### src/design/fes_pkg.sv
// Shared types and constants for the fade envelope scheduler.
package fes_pkg;

   localparam int unsigned MAX_RESULTS = 64;
   localparam int unsigned CNT_W       = 7;

   localparam logic CMD_SPAWN = 1'b0;
   localparam logic CMD_TICK  = 1'b1;

   typedef enum logic [1:0] {
      PH_FREE     = 2'd0,
      PH_FADE_IN  = 2'd1,
      PH_HOLD     = 2'd2,
      PH_FADE_OUT = 2'd3
   } phase_type;

   typedef enum logic [3:0] {
      ST_IDLE,
      ST_SP_SCAN,
      ST_A_SCAN,
      ST_A_EVAL,
      ST_B_SCAN,
      ST_B_EVAL,
      ST_DIV,
      ST_PUSH,
      ST_FLUSH
   } ctrl_state_type;

   typedef struct packed {
      logic        command;
      logic [31:0] now_ms;
      logic [7:0]  handle;
      logic [7:0]  base_opacity;
      logic [15:0] fade_in_ms;
      logic [19:0] hold_ms;
      logic [15:0] fade_out_ms;
   } req_type;

   typedef struct packed {
      logic [7:0] out_handle;
      logic [7:0] opacity;
      logic       released;
      logic       dropped;
      logic       last;
   } rsp_type;

   typedef struct packed {
      logic [7:0]  handle;
      logic [31:0] time_ms;
      logic [7:0]  base;
      logic [15:0] fade_in;
      logic [19:0] hold;
      logic [15:0] fade_out;
   } slot_type;

   typedef struct packed {
      logic load;
      logic idx_clr;
      logic idx_inc;
      logic spawn;
      logic drop;
      logic ev_a;
      logic ev_b;
      logic div_step;
      logic push_div;
      logic flush;
   } cmd_type;

   typedef struct packed {
      phase_type phase_cur;
      logic      idx_last;
      logic      start_tick;
      logic      ev_div_a;
      logic      ev_div_b;
      logic      div_last;
   } status_type;

endpackage

### src/design/fes_datapath.sv
// Slot store, phase flags, divider and result buffering of the scheduler.
module fes_datapath #(
   parameter int unsigned SLOTS = 32
) (
   input  logic                clock,
   input  logic                reset,
   input  fes_pkg::req_type    req_data,
   input  fes_pkg::cmd_type    cmd,
   output fes_pkg::status_type st,
   output logic                rsp_valid,
   output fes_pkg::rsp_type    rsp_data
);

   localparam int unsigned IdxW = (SLOTS > 1) ? $clog2(SLOTS) : 1;

   fes_pkg::req_type   req_ff;
   fes_pkg::phase_type phase_ff [SLOTS];
   fes_pkg::slot_type  mem [SLOTS];
   fes_pkg::slot_type  rd_ff;
   logic [IdxW-1:0]    idx_ff;

   logic [15:0] rem_ff, den_ff;
   logic [7:0]  nlo_ff, quo_ff;
   logic [2:0]  dcnt_ff;

   fes_pkg::rsp_type   pend_ff;
   logic               pend_v_ff;
   logic [fes_pkg::CNT_W-1:0] n_ff;
   logic               rsp_valid_ff;
   fes_pkg::rsp_type   rsp_ff;
   fes_pkg::rsp_type   out_val;

   fes_pkg::phase_type cur_ph;
   logic [31:0] e_val, new_t;
   logic [15:0] m_a, fout_m;
   logic        a_move, a_hold_done, b_rel;
   logic [23:0] num;
   logic [16:0] dv_t;
   logic        dv_ge;

   logic               we;
   fes_pkg::slot_type  wdata;
   logic               ph_we;
   fes_pkg::phase_type ph_wdata;
   logic               push_en;
   fes_pkg::rsp_type   push_val;
   logic               room;

   assign cur_ph = phase_ff[idx_ff];

   // evaluate the slot just read
   always_comb begin
      e_val       = req_ff.now_ms - rd_ff.time_ms;
      m_a         = (e_val < 32'(rd_ff.fade_in)) ? e_val[15:0] : rd_ff.fade_in;
      a_move      = e_val > 32'(rd_ff.fade_in);
      new_t       = rd_ff.time_ms + 32'(rd_ff.fade_in) + 32'(rd_ff.hold);
      a_hold_done = rd_ff.time_ms < req_ff.now_ms;
      b_rel       = e_val > 32'(rd_ff.fade_out);
      fout_m      = rd_ff.fade_out - e_val[15:0];
      num         = cmd.ev_b ? (24'(rd_ff.base) * 24'(fout_m))
                             : (24'(rd_ff.base) * 24'(m_a));
   end

   assign st.phase_cur  = cur_ph;
   assign st.idx_last   = (idx_ff == IdxW'(SLOTS - 1));
   assign st.start_tick = (req_data.command == fes_pkg::CMD_TICK);
   assign st.ev_div_a   = (cur_ph == fes_pkg::PH_FADE_IN) && (rd_ff.fade_in != 16'd0);
   assign st.ev_div_b   = !b_rel && (rd_ff.fade_out != 16'd0);
   assign st.div_last   = (dcnt_ff == 3'd7);

   // decide store, phase and result updates
   always_comb begin
      we       = 1'b0;
      wdata    = rd_ff;
      ph_we    = 1'b0;
      ph_wdata = cur_ph;
      push_en  = 1'b0;
      push_val = '0;
      if (cmd.spawn) begin
         we             = 1'b1;
         ph_we          = 1'b1;
         wdata.handle   = req_ff.handle;
         wdata.base     = req_ff.base_opacity;
         wdata.fade_in  = req_ff.fade_in_ms;
         wdata.hold     = req_ff.hold_ms;
         wdata.fade_out = req_ff.fade_out_ms;
         wdata.time_ms  = req_ff.now_ms;
         if (req_ff.fade_in_ms != 16'd0) begin
            ph_wdata = fes_pkg::PH_FADE_IN;
         end else if (req_ff.hold_ms != 20'd0) begin
            ph_wdata      = fes_pkg::PH_HOLD;
            wdata.time_ms = req_ff.now_ms + 32'(req_ff.hold_ms);
         end else begin
            ph_wdata = fes_pkg::PH_FADE_OUT;
         end
         push_en             = 1'b1;
         push_val.out_handle = req_ff.handle;
         push_val.opacity    = req_ff.base_opacity;
      end else if (cmd.drop) begin
         push_en             = 1'b1;
         push_val.out_handle = req_ff.handle;
         push_val.dropped    = 1'b1;
      end else if (cmd.ev_a) begin
         if (cur_ph == fes_pkg::PH_FADE_IN) begin
            if (rd_ff.fade_in == 16'd0) begin
               push_en             = 1'b1;
               push_val.out_handle = rd_ff.handle;
               push_val.opacity    = rd_ff.base;
            end
            if (a_move) begin
               we            = 1'b1;
               wdata.time_ms = new_t;
               ph_we         = 1'b1;
               ph_wdata      = (new_t < req_ff.now_ms) ? fes_pkg::PH_FADE_OUT
                                                       : fes_pkg::PH_HOLD;
            end
         end else if (a_hold_done) begin
            ph_we    = 1'b1;
            ph_wdata = fes_pkg::PH_FADE_OUT;
         end
      end else if (cmd.ev_b) begin
         if (b_rel) begin
            ph_we             = 1'b1;
            ph_wdata          = fes_pkg::PH_FREE;
            push_en           = 1'b1;
            push_val.released = 1'b1;
         end else if (rd_ff.fade_out == 16'd0) begin
            push_en = 1'b1;
         end
         push_val.out_handle = rd_ff.handle;
      end else if (cmd.push_div) begin
         push_en             = 1'b1;
         push_val.out_handle = rd_ff.handle;
         push_val.opacity    = quo_ff;
      end
   end

   // hold the request and walk the slot index
   always_ff @(posedge clock) begin
      if (cmd.load) begin
         req_ff <= req_data;
      end
      if (reset) begin
         idx_ff <= '0;
      end else if (cmd.idx_clr) begin
         idx_ff <= '0;
      end else if (cmd.idx_inc) begin
         idx_ff <= idx_ff + IdxW'(1);
      end
   end

   // phase flags, all free after reset
   always_ff @(posedge clock) begin
      if (reset) begin
         for (int i = 0; i < SLOTS; i++) begin
            phase_ff[i] <= fes_pkg::PH_FREE;
         end
      end else if (ph_we) begin
         phase_ff[idx_ff] <= ph_wdata;
      end
   end

   // slot store with registered read
   always_ff @(posedge clock) begin
      if (we) begin
         mem[idx_ff] <= wdata;
      end
      rd_ff <= mem[idx_ff];
   end

   // restoring divider, one quotient bit per cycle
   assign dv_t  = {rem_ff, nlo_ff[7]};
   assign dv_ge = dv_t >= {1'b0, den_ff};

   always_ff @(posedge clock) begin
      if (reset) begin
         dcnt_ff <= '0;
      end else if ((cmd.ev_a && st.ev_div_a) || (cmd.ev_b && st.ev_div_b)) begin
         dcnt_ff <= '0;
      end else if (cmd.div_step) begin
         dcnt_ff <= dcnt_ff + 3'd1;
      end
      if (cmd.ev_a || cmd.ev_b) begin
         rem_ff <= num[23:8];
         nlo_ff <= num[7:0];
         den_ff <= cmd.ev_b ? rd_ff.fade_out : rd_ff.fade_in;
      end else if (cmd.div_step) begin
         rem_ff <= dv_ge ? 16'(dv_t - {1'b0, den_ff}) : dv_t[15:0];
         nlo_ff <= {nlo_ff[6:0], 1'b0};
         quo_ff <= {quo_ff[6:0], dv_ge};
      end
   end

   // keep one result back so the final one can carry last
   assign room = (n_ff < fes_pkg::CNT_W'(fes_pkg::MAX_RESULTS));

   always_comb begin
      out_val      = pend_ff;
      out_val.last = cmd.flush;
   end

   always_ff @(posedge clock) begin
      if (reset) begin
         pend_v_ff    <= 1'b0;
         n_ff         <= '0;
         rsp_valid_ff <= 1'b0;
      end else begin
         rsp_valid_ff <= 1'b0;
         if (cmd.flush) begin
            rsp_valid_ff <= pend_v_ff;
            rsp_ff       <= out_val;
            pend_v_ff    <= 1'b0;
            n_ff         <= '0;
         end else if (push_en && room) begin
            rsp_valid_ff <= pend_v_ff;
            rsp_ff       <= out_val;
            pend_ff      <= push_val;
            pend_v_ff    <= 1'b1;
            n_ff         <= n_ff + fes_pkg::CNT_W'(1);
         end
      end
   end

   assign rsp_valid = rsp_valid_ff;
   assign rsp_data  = rsp_ff;

endmodule

### src/design/fes_ctrl.sv
// Sequencer that walks the slots for spawns and ticks.
module fes_ctrl (
   input  logic                clock,
   input  logic                reset,
   input  logic                start,
   input  fes_pkg::status_type st,
   output fes_pkg::cmd_type    cmd,
   output logic                busy
);

   fes_pkg::ctrl_state_type state_ff, state_in;
   logic pass_b_ff, pass_b_in;

   fes_pkg::ctrl_state_type adv_state;
   logic adv_clr, adv_inc, adv_passb;

   // register state and pass
   always_ff @(posedge clock) begin
      if (reset) begin
         state_ff  <= fes_pkg::ST_IDLE;
         pass_b_ff <= 1'b0;
      end else begin
         state_ff  <= state_in;
         pass_b_ff <= pass_b_in;
      end
   end

   // step to the next slot or the next pass
   always_comb begin
      adv_clr   = 1'b0;
      adv_inc   = 1'b0;
      adv_passb = pass_b_ff;
      if (!pass_b_ff) begin
         if (st.idx_last) begin
            adv_state = fes_pkg::ST_B_SCAN;
            adv_clr   = 1'b1;
            adv_passb = 1'b1;
         end else begin
            adv_state = fes_pkg::ST_A_SCAN;
            adv_inc   = 1'b1;
         end
      end else if (st.idx_last) begin
         adv_state = fes_pkg::ST_FLUSH;
      end else begin
         adv_state = fes_pkg::ST_B_SCAN;
         adv_inc   = 1'b1;
      end
   end

   // next state and commands
   always_comb begin
      state_in  = state_ff;
      pass_b_in = pass_b_ff;
      cmd       = '0;
      case (state_ff)
         fes_pkg::ST_IDLE: begin
            if (start) begin
               cmd.load    = 1'b1;
               cmd.idx_clr = 1'b1;
               pass_b_in   = 1'b0;
               state_in    = st.start_tick ? fes_pkg::ST_A_SCAN : fes_pkg::ST_SP_SCAN;
            end
         end
         fes_pkg::ST_SP_SCAN: begin
            if (st.phase_cur == fes_pkg::PH_FREE) begin
               cmd.spawn = 1'b1;
               state_in  = fes_pkg::ST_FLUSH;
            end else if (st.idx_last) begin
               cmd.drop = 1'b1;
               state_in = fes_pkg::ST_FLUSH;
            end else begin
               cmd.idx_inc = 1'b1;
            end
         end
         fes_pkg::ST_A_SCAN: begin
            if (st.phase_cur == fes_pkg::PH_FADE_IN || st.phase_cur == fes_pkg::PH_HOLD) begin
               state_in = fes_pkg::ST_A_EVAL;
            end else begin
               state_in    = adv_state;
               cmd.idx_clr = adv_clr;
               cmd.idx_inc = adv_inc;
               pass_b_in   = adv_passb;
            end
         end
         fes_pkg::ST_A_EVAL: begin
            cmd.ev_a = 1'b1;
            if (st.ev_div_a) begin
               state_in = fes_pkg::ST_DIV;
            end else begin
               state_in    = adv_state;
               cmd.idx_clr = adv_clr;
               cmd.idx_inc = adv_inc;
               pass_b_in   = adv_passb;
            end
         end
         fes_pkg::ST_B_SCAN: begin
            if (st.phase_cur == fes_pkg::PH_FADE_OUT) begin
               state_in = fes_pkg::ST_B_EVAL;
            end else begin
               state_in    = adv_state;
               cmd.idx_clr = adv_clr;
               cmd.idx_inc = adv_inc;
               pass_b_in   = adv_passb;
            end
         end
         fes_pkg::ST_B_EVAL: begin
            cmd.ev_b = 1'b1;
            if (st.ev_div_b) begin
               state_in = fes_pkg::ST_DIV;
            end else begin
               state_in    = adv_state;
               cmd.idx_clr = adv_clr;
               cmd.idx_inc = adv_inc;
               pass_b_in   = adv_passb;
            end
         end
         fes_pkg::ST_DIV: begin
            cmd.div_step = 1'b1;
            if (st.div_last) begin
               state_in = fes_pkg::ST_PUSH;
            end
         end
         fes_pkg::ST_PUSH: begin
            cmd.push_div = 1'b1;
            state_in     = adv_state;
            cmd.idx_clr  = adv_clr;
            cmd.idx_inc  = adv_inc;
            pass_b_in    = adv_passb;
         end
         fes_pkg::ST_FLUSH: begin
            cmd.flush = 1'b1;
            state_in  = fes_pkg::ST_IDLE;
         end
         default: begin
            state_in = fes_pkg::ST_IDLE;
         end
      endcase
   end

   assign busy = (state_ff != fes_pkg::ST_IDLE);

endmodule

### src/design/fade_envelope_scheduler.sv
// Top level of the fade envelope scheduler.
// Takes one request at a time while busy is low. A spawn scans the slots
// lowest first, one slot a cycle. A tick makes two walks over the slots: a
// slot with nothing to do is only scanned, an examined slot is also
// evaluated, and one that needs an opacity quotient then goes through the
// shared one-bit-per-cycle divider before its result is pushed; a flush
// step ends the request. Results leave on rsp_valid and cannot be held off;
// the last result of a request carries last and is on the ports in the first
// cycle that busy is low again.
module fade_envelope_scheduler #(
   parameter int unsigned SLOTS = 32
) (
   input  logic             clock,
   input  logic             reset,
   input  logic             start,
   output logic             busy,
   input  fes_pkg::req_type req_data,
   output logic             rsp_valid,
   output fes_pkg::rsp_type rsp_data
);

   fes_pkg::cmd_type    cmd;
   fes_pkg::status_type st;

   fes_ctrl u_ctrl (
      .clock (clock),
      .reset (reset),
      .start (start),
      .st    (st),
      .cmd   (cmd),
      .busy  (busy)
   );

   fes_datapath #(
      .SLOTS (SLOTS)
   ) u_datapath (
      .clock     (clock),
      .reset     (reset),
      .req_data  (req_data),
      .cmd       (cmd),
      .st        (st),
      .rsp_valid (rsp_valid),
      .rsp_data  (rsp_data)
   );

endmodule

### config.mk
export PLATFORM = sky130hd
export DESIGN_NAME = fade_envelope_scheduler
export DESIGN_NICKNAME = d
export VERILOG_FILES = /design/src/design/fes_pkg.sv /design/src/design/fes_datapath.sv /design/src/design/fes_ctrl.sv /design/src/design/fade_envelope_scheduler.sv
export SDC_FILE = /design/constraint.sdc
export NUM_CORES = 2
export LEC_CHECK = 0
export BUFFER_PORTS_ARGS = -buffer_cell sky130_fd_sc_hd__buf_2
export CORE_ASPECT_RATIO = 0.8
export CORE_UTILIZATION = 25
export DETAILED_ROUTE_END_ITERATION = 8
export GPL_ROUTABILITY_DRIVEN = 0
export GPL_TIMING_DRIVEN = 0
export PLACE_DENSITY = 0.39
export SYNTH_ARGS = -nofsm -noshare
export SYNTH_HDL_FRONTEND = slang
export SYNTH_SLANG_ARGS = --single-unit
### constraint.sdc
create_clock -name clock -period 20 [get_ports clock]
set_input_delay 6 -clock clock [delete_from_list [all_inputs] [get_ports clock]]
set_output_delay 6 -clock clock [all_outputs]
set_load 0.02 [all_outputs]
# --- Yosys cells after proc, flatten, opt, wreduce, memory -nomap -nowiden ---
# Memories as Yosys holds them, arrays and structs flattened. A register that Yosys moved wholly into a read port is not among the register bits.
# Index checks and enable logic that the tools add are counted.
classes:
  shift: 0
  n_lt_le_gt_ge: 7
  n_addsub: 9
  n_mul: 2
  n_mux: 116
  n_eq_ne: 20
  n_div: 0
  bitwise: 3
  reduce_logical: 31
ops:
  columns: ["operator", "count"]
  rows:
  - ["32-bit two-way mux", 7]
  - ["16-bit two-way mux", 10]
  - ["32-bit by 20-bit adder with 32-bit output", 2]
  - ["32-bit by 16-bit > comparator with 1-bit output", 2]
  - ["32-bit < comparator", 2]
  - ["60-bit two-way mux", 1]
  - ["1-bit two-way mux", 53]
  - ["8-bit by 16-bit multiplier with 24-bit output", 2]
  - ["8-bit two-way mux", 6]
  - ["16-bit nonzero test", 3]
  - ["4-bit two-way mux", 10]
  - ["19-bit two-way mux", 2]
  - ["2-bit two-way mux", 17]
  - ["32-bit by 16-bit adder with 32-bit output", 1]
  - ["16-bit logical NOT", 2]
  - ["32-bit by 16-bit < comparator with 1-bit output", 1]
  - ["4-bit one-hot mux with 8 select lines", 1]
  - ["16-bit subtractor", 2]
  - ["32-bit subtractor", 1]
  - ["24-bit two-way mux", 1]
  - ["20-bit nonzero test", 1]
  - ["1-bit one-hot mux with 6 select lines", 3]
  - ["17-bit by 16-bit greater-or-equal comparator with 1-bit output", 1]
  - ["4-bit by 3-bit == test with 1-bit output, second input constant", 4]
  - ["30 further kinds", 53]
totals:
  output_inout_bits: 21
  word_cells: 216
  memories: 2
  latch_bits: 0
  romBits: 0
  register_bits: 207
  mem_bits_rw: 3264
  in_bits: 104
mem_list:
  columns: ["name", "words", "word_bits", "rd", "rd_ports_with_merged_regs", "wr", "line_no", "text"]
  rows:
  - ["u_datapath.mem", 32, 100, 1, 1, 1, "fes_datapath.sv:18", "fes_pkg::slot_type mem [SLOTS];"]
  - ["u_datapath.phase_ff", 32, 2, 1, 1, 32, "fes_datapath.sv:17", "fes_pkg::phase_type phase_ff [SLOTS];"]

# --- Longest topological paths before layout ---
depth:
  depth_word: 12
  mapped_depth: 39
  depth_no_buf: 38

# --- Cells and area by module ---
# Synthesis repeated with hierarchy kept, for this count alone.
unflattened:
  cells_unflattened: 8093
  hier_area_um2: 150185.3
by_module_without_submodules:
  columns: ["mod", "n_inst", "cells_each", "area_per_inst_um2"]
  rows:
  - ["fes_datapath", 1, 7998, 149544.7]
  - ["fes_ctrl", 1, 95, 640.6]

# --- Least setup slack after synthesis ---
# Ideal clock, no wire load.
synth_path:
  path_kind: "input port to flip-flop"
  startpoint: "input start"
  endpoint: "register with a tool-made name"
  arrival_time_ns: 8.766
  cell_stages: 3
  slack_ns: 11.111
  cell_sequence: "and3_1 > a211o_1 > nor2_1"
synth_lines:
  columns: ["item", "line_no", "text"]
  rows:
  - ["from (decl)", "fade_envelope_scheduler.sv:15", "input logic start,"]

# --- Worst setup path after layout ---
layout_path:
  startpoint: "register u_datapath.req_ff[73] in the netlist's numbering"
  endpoint: "register u_datapath.rem_ff[12] (data pin)"
layout_via:
  elab_chain_cells: 6
  elab_cells_between_ends: 8
  cone_classes: "2 x add/sub; 2 x mul; 1 x order compare; 3 x mux"
layout_lines:
  columns: ["item", "line_no", "text"]
  rows:
  - ["from (decl)", "fes_datapath.sv:16", "fes_pkg::req_type req_ff;"]
  - ["from (signal assigned)", "fes_datapath.sv:141", "req_ff <= req_data;"]
  - ["32-bit subtractor (*)", "fes_datapath.sv:53", "e_val = req_ff.now_ms - rd_ff.time_ms;"]
  - ["32-bit by 16-bit < comparator with 1-bit output", "fes_datapath.sv:54", "m_a = (e_val < 32'(rd_ff.fade_in)) ? e_val[15:0] : rd_ff.fade_in;"]
  - ["16-bit two-way mux", "fes_datapath.sv:54", null]
  - ["8-bit by 16-bit multiplier with 24-bit output", "fes_datapath.sv:61", ": (24'(rd_ff.base) * 24'(m_a));"]
  - ["24-bit two-way mux (*)", "fes_datapath.sv:60", "num = cmd.ev_b ? (24'(rd_ff.base) * 24'(fout_m))"]
  - ["16-bit two-way mux (*)", "fes_datapath.sv:183", "if (cmd.ev_a || cmd.ev_b) begin"]
  - ["to (signal assigned)", "fes_datapath.sv:184", "rem_ff <= num[23:8];"]
  - ["to (signal assigned)", "fes_datapath.sv:188", "rem_ff <= dv_ge ? 16'(dv_t - {1'b0, den_ff}) : dv_t[15:0];"]
  - ["to (decl)", "fes_datapath.sv:22", "logic [15:0] rem_ff, den_ff;"]
# Mark *: on every way between the ends. The rest lies on a longest branch, timed or not.
# A chain may end at the register's enable or synchronous reset.

==> summary.json <==
{
  "outcome": {
    "status": "finished, violations left",
    "violations_in_the_final_reports": "max-capacitance violations, max-slew violations"
  },
  "synth": {
    "nets_in_the_synthesized_netlist": 8673,
    "synth_simple_gate_area_share_pct": 4.15,
    "postSynthAreaPerCell_um2": 18.5,
    "netlist-cell-type-count": 81,
    "yosysSeqAreaShare_pct": 70.8,
    "post_synth_fa_ha_maj_area_fraction_pct": 4.80,
    "synth_top_family_by_area": "multiplexers",
    "asyncSetResetFlopFracSynth_pct": 0,
    "synth-warning-count": 0,
    "syn-cell-area_mm2": 0.150,
    "ys_seq_elements": 3576,
    "synth_top_flop_cell": "sky130_fd_sc_hd__edfxtp_1",
    "multiplexer_fraction_of_the_synthesized_cell_area_pct": 12.6,
    "number_of_enable_type_register_cells_in_the_synthesized_netlist": 3449,
    "synthesis.instances": 8108,
    "synth-compound-area-share_pct": 4.88,
    "synth-xor-area-share_pct": 0.772
  },
  "detailed_routing": {
    "first_iter_violations": 10800,
    "firstDrtPassIters": 6,
    "drc_errors": 0,
    "totalWireLength_um": 581000,
    "drtAntennaViolNets": 0,
    "routed_via_density": 4.98,
    "num_vias": 85500,
    "avgRoutedWirePerCell_um": 33.8
  },
  "worst_setup_path": {
    "crit_path_max_incr_delay_ps": 980,
    "critPathMostFrequentCell": "sky130_fd_sc_hd__fa_1",
    "regToRegSetupSlack_ps": 7410,
    "critical_path.startpoint_type": "flop",
    "worst_path_max_delay_cell": "sky130_fd_sc_hd__mux2i_1",
    "worst_ep_required_time_ps": 20710,
    "worst-setup-path-type": "reg -> reg",
    "cp_data_arrival_time_ps": 13300,
    "crit_path_max_fanout": 10,
    "critical_path.endpoint_type": "flop"
  },
  "timing": {
    "finalMaxSlewViolations": 11,
    "final-setup-viol-count": 0,
    "timing_worst_slew_pin_value_ps": 1560,
    "finalWorstPathRequiredPeriod_ps": 12590,
    "setup_total_negative_slack_ps": 0,
    "count_of_final_hold_check_violations": 0,
    "final.period_utilization_pct": 62.9,
    "timing.fmax_mhz": 79.4,
    "worst_clock_skew_ps": 84.6,
    "fin_hold_ws_ps": 399,
    "grt_setup_unrepaired": "false",
    "slew_headroom_pct": -4.24
  },
  "clock_network": {
    "clock_tree_from_tritoncts": "built",
    "clk-insertion-delay-late_ps": 1050,
    "clock_h_tree_levels": 5,
    "cts_repair_resize_count": 0,
    "clock_buffer_count_from_cts": 378,
    "clk_transition_reported_paths_ps": 70,
    "post-cts-setup-buffers": 0,
    "clock-sinks": 3576,
    "cts_max_path_buffers": 4,
    "clock-root-buffer": "sky130_fd_sc_hd__clkbuf_16",
    "cts_hold_buf": 0
  },
  "placed_design": {
    "io_buffers": 123,
    "dpl-instance-area_mm2": 0.167,
    "dpl.hpwl_um": 422000
  },
  "grt": {
    "grt_pass1_vias": 84700,
    "global_route.overflow_total": 0,
    "gr-usage-all-layers_pct": 18.8,
    "initial_antenna_violation_count": 66,
    "grt_max_degree": 43,
    "grt_first_pass_wirelength_um": 772000
  },
  "floorplan": {
    "design.die.area_mm2": 0.602,
    "chip_height_um": 694,
    "start_util_pct": 25.2,
    "core_area_mm2": 0.595,
    "core.rowCount": 253,
    "top_level_ports": 125,
    "die_width_um": 868
  },
  "job": {
    "drv_cap": 1
  },
  "finish": {
    "final_layout_size_suffix_gt1_share_pct": 21.7,
    "area_growth_syn_to_layout_pct": 19.5,
    "final_net_count": 9494,
    "design_area_mm2": 0.179
  },
  "hold_path": {
    "hold_class": "reg -> reg"
  },
  "power_and_ir_drop": {
    "power.static_leakage_uw": 0.0567,
    "vdd_ir_drop_max_uv": 1090,
    "cellPowerDensity_mw_per_mm2": 192
  }
}
[cell type report]
type,count,area (µm²)
flip-flops and latches,3576,106000
inverters,368,1380
clock inverters,185,1600
fillers,58200,416000
clock buffers,512,10200
repair buffers,441,6710
well taps,7905,9890
multi-input cells,3755,41500
plain buffers,409,1650
diodes,27,67.6
[power breakdown]
group          internal [µW]  switching [µW]
combinational           6550           11500
clock                   3810            3080
sequential              9210             315
total                  19600           14900
[layout by cell type (no fill, tap or decap), types with 43 or more instances in the layout]
cell and count:
sky130_fd_sc_hd__clkinv_1 76, sky130_fd_sc_hd__buf_2 148, sky130_fd_sc_hd__inv_1 367, sky130_fd_sc_hd__clkbuf_1 363, sky130_fd_sc_hd__nand4_1 138, sky130_fd_sc_hd__and2_1 80
sky130_fd_sc_hd__ha_1 272, sky130_fd_sc_hd__a22oi_1 419, sky130_fd_sc_hd__fa_1 189, sky130_fd_sc_hd__edfxtp_1 3449, sky130_fd_sc_hd__and3_1 53, sky130_fd_sc_hd__dfxtp_1 127
sky130_fd_sc_hd__buf_1 79, sky130_fd_sc_hd__nor3_1 50, sky130_fd_sc_hd__o21ai_2 52, sky130_fd_sc_hd__nand2_1 362, sky130_fd_sc_hd__clkinv_2 53, sky130_fd_sc_hd__o21ai_0 120
sky130_fd_sc_hd__a21o_1 43, sky130_fd_sc_hd__mux4_2 820, sky130_fd_sc_hd__buf_8 56, sky130_fd_sc_hd__nor2b_1 143, sky130_fd_sc_hd__o21bai_1 43, sky130_fd_sc_hd__clkbuf_2 56
sky130_fd_sc_hd__nor2_1 187, sky130_fd_sc_hd__a21oi_1 147, sky130_fd_sc_hd__buf_12 211, sky130_fd_sc_hd__nand3_1 51, sky130_fd_sc_hd__xnor2_1 85, sky130_fd_sc_hd__clkbuf_16 381
[through the flow]
step	instances	worst slack [ps]	total power [µW]	utilization, %
finish	17200	7410	34500	30.1
global route	17200	7180	36800	30.1
CTS	17100	7750	34700	30.0
detailed placement	16400	7830	27600	28.1
global placement	16100	-1360	27500	26.9
floorplan	8108	11110	21200	-
[cell families after synthesis]
family,after synthesis
flops,3576
simple gates,1235
compound gates,1064
mux,863
buf+inv,777
fa+ha+maj,461
xor+xnor,132
[final timing paths]
kind / endpoint / cells past startpoint / from
worst max-delay path: u_datapath.rem_ff[12]$_DFFE_PP_ / 33 / u_datapath.req_ff[73]$_DFFE_PP_
worst min-delay path: u_datapath.quo_ff[4]$_DFFE_PP_ / 0 / u_datapath.quo_ff[3]$_DFFE_PP_
worst max register to register: u_datapath.rem_ff[12]$_DFFE_PP_ / 33 / u_datapath.req_ff[73]$_DFFE_PP_
worst min register to register: u_datapath.quo_ff[4]$_DFFE_PP_ / 0 / u_datapath.quo_ff[3]$_DFFE_PP_
[registers in the layout (all words and copies together) (netlist names), 5 cells and up, named ones only]
signal               flops
u_datapath.req_ff      100
u_datapath.rsp_data     19
u_datapath.rd_ff       100
u_datapath.phase_ff     64
u_datapath.rem_ff       16
u_datapath.den_ff       16
u_datapath.n_ff          7
u_datapath.quo_ff        8
u_datapath.idx_ff        5
u_datapath.out_val      18
u_datapath.mem        3200
u_datapath.nlo_ff        8
[critical path, delay by kind of cell (launching register included)]
family / cells / cell delay [ps]
buf+inv: 5 / 620
simple gates: 6 / 2460
flops: 1 / 860
fa+ha+maj: 6 / 2650
mux: 1 / 980
xor+xnor: 2 / 640
compound gates: 13 / 3960
[Yosys cell counts, drive strengths merged, types with 10 or more instances]
library cell | n | area (µm²)
a21o | 43 | 323
xor2 | 37 | 324
nand4 | 138 | 863
mux2i | 39 | 390
or2 | 13 | 83.8
fa | 189 | 3780
inv | 367 | 1380
buf | 111 | 439
nand2 | 362 | 1360
clkbuf | 298 | 1120
o21a | 25 | 188
nor4 | 28 | 175
xnor2 | 95 | 832
o21ai | 179 | 915
mux4 | 820 | 18500
a211oi | 31 | 233
and2 | 80 | 500
o22ai | 11 | 68.8
nor2b | 143 | 895
or3 | 20 | 125
ha | 272 | 3400
nand2b | 40 | 250
a22oi | 419 | 3150
a21boi | 11 | 82.6
nor2 | 222 | 857
o31a | 10 | 87.6
and3 | 54 | 338
a31oi | 23 | 144
edfxtp | 3449 | 104000
o21bai | 43 | 323
nor3 | 52 | 260
a21oi | 150 | 754
nand3 | 51 | 255
o31ai | 10 | 80.1
o211ai | 22 | 165
dfxtp | 127 | 2540
[metal layers]
metal	track usage (%)	part of all wire [%]	wire length, µm	vias up
li1	-	-	-	34300
met4	4.69	2.7	15800	6
met5	0	0.0067	39	-
met2	27.3	42	246000	3474
met3	3.56	7.4	42900	656
met1	28.8	48	276000	47000
(Power assumes the default switching activity.)
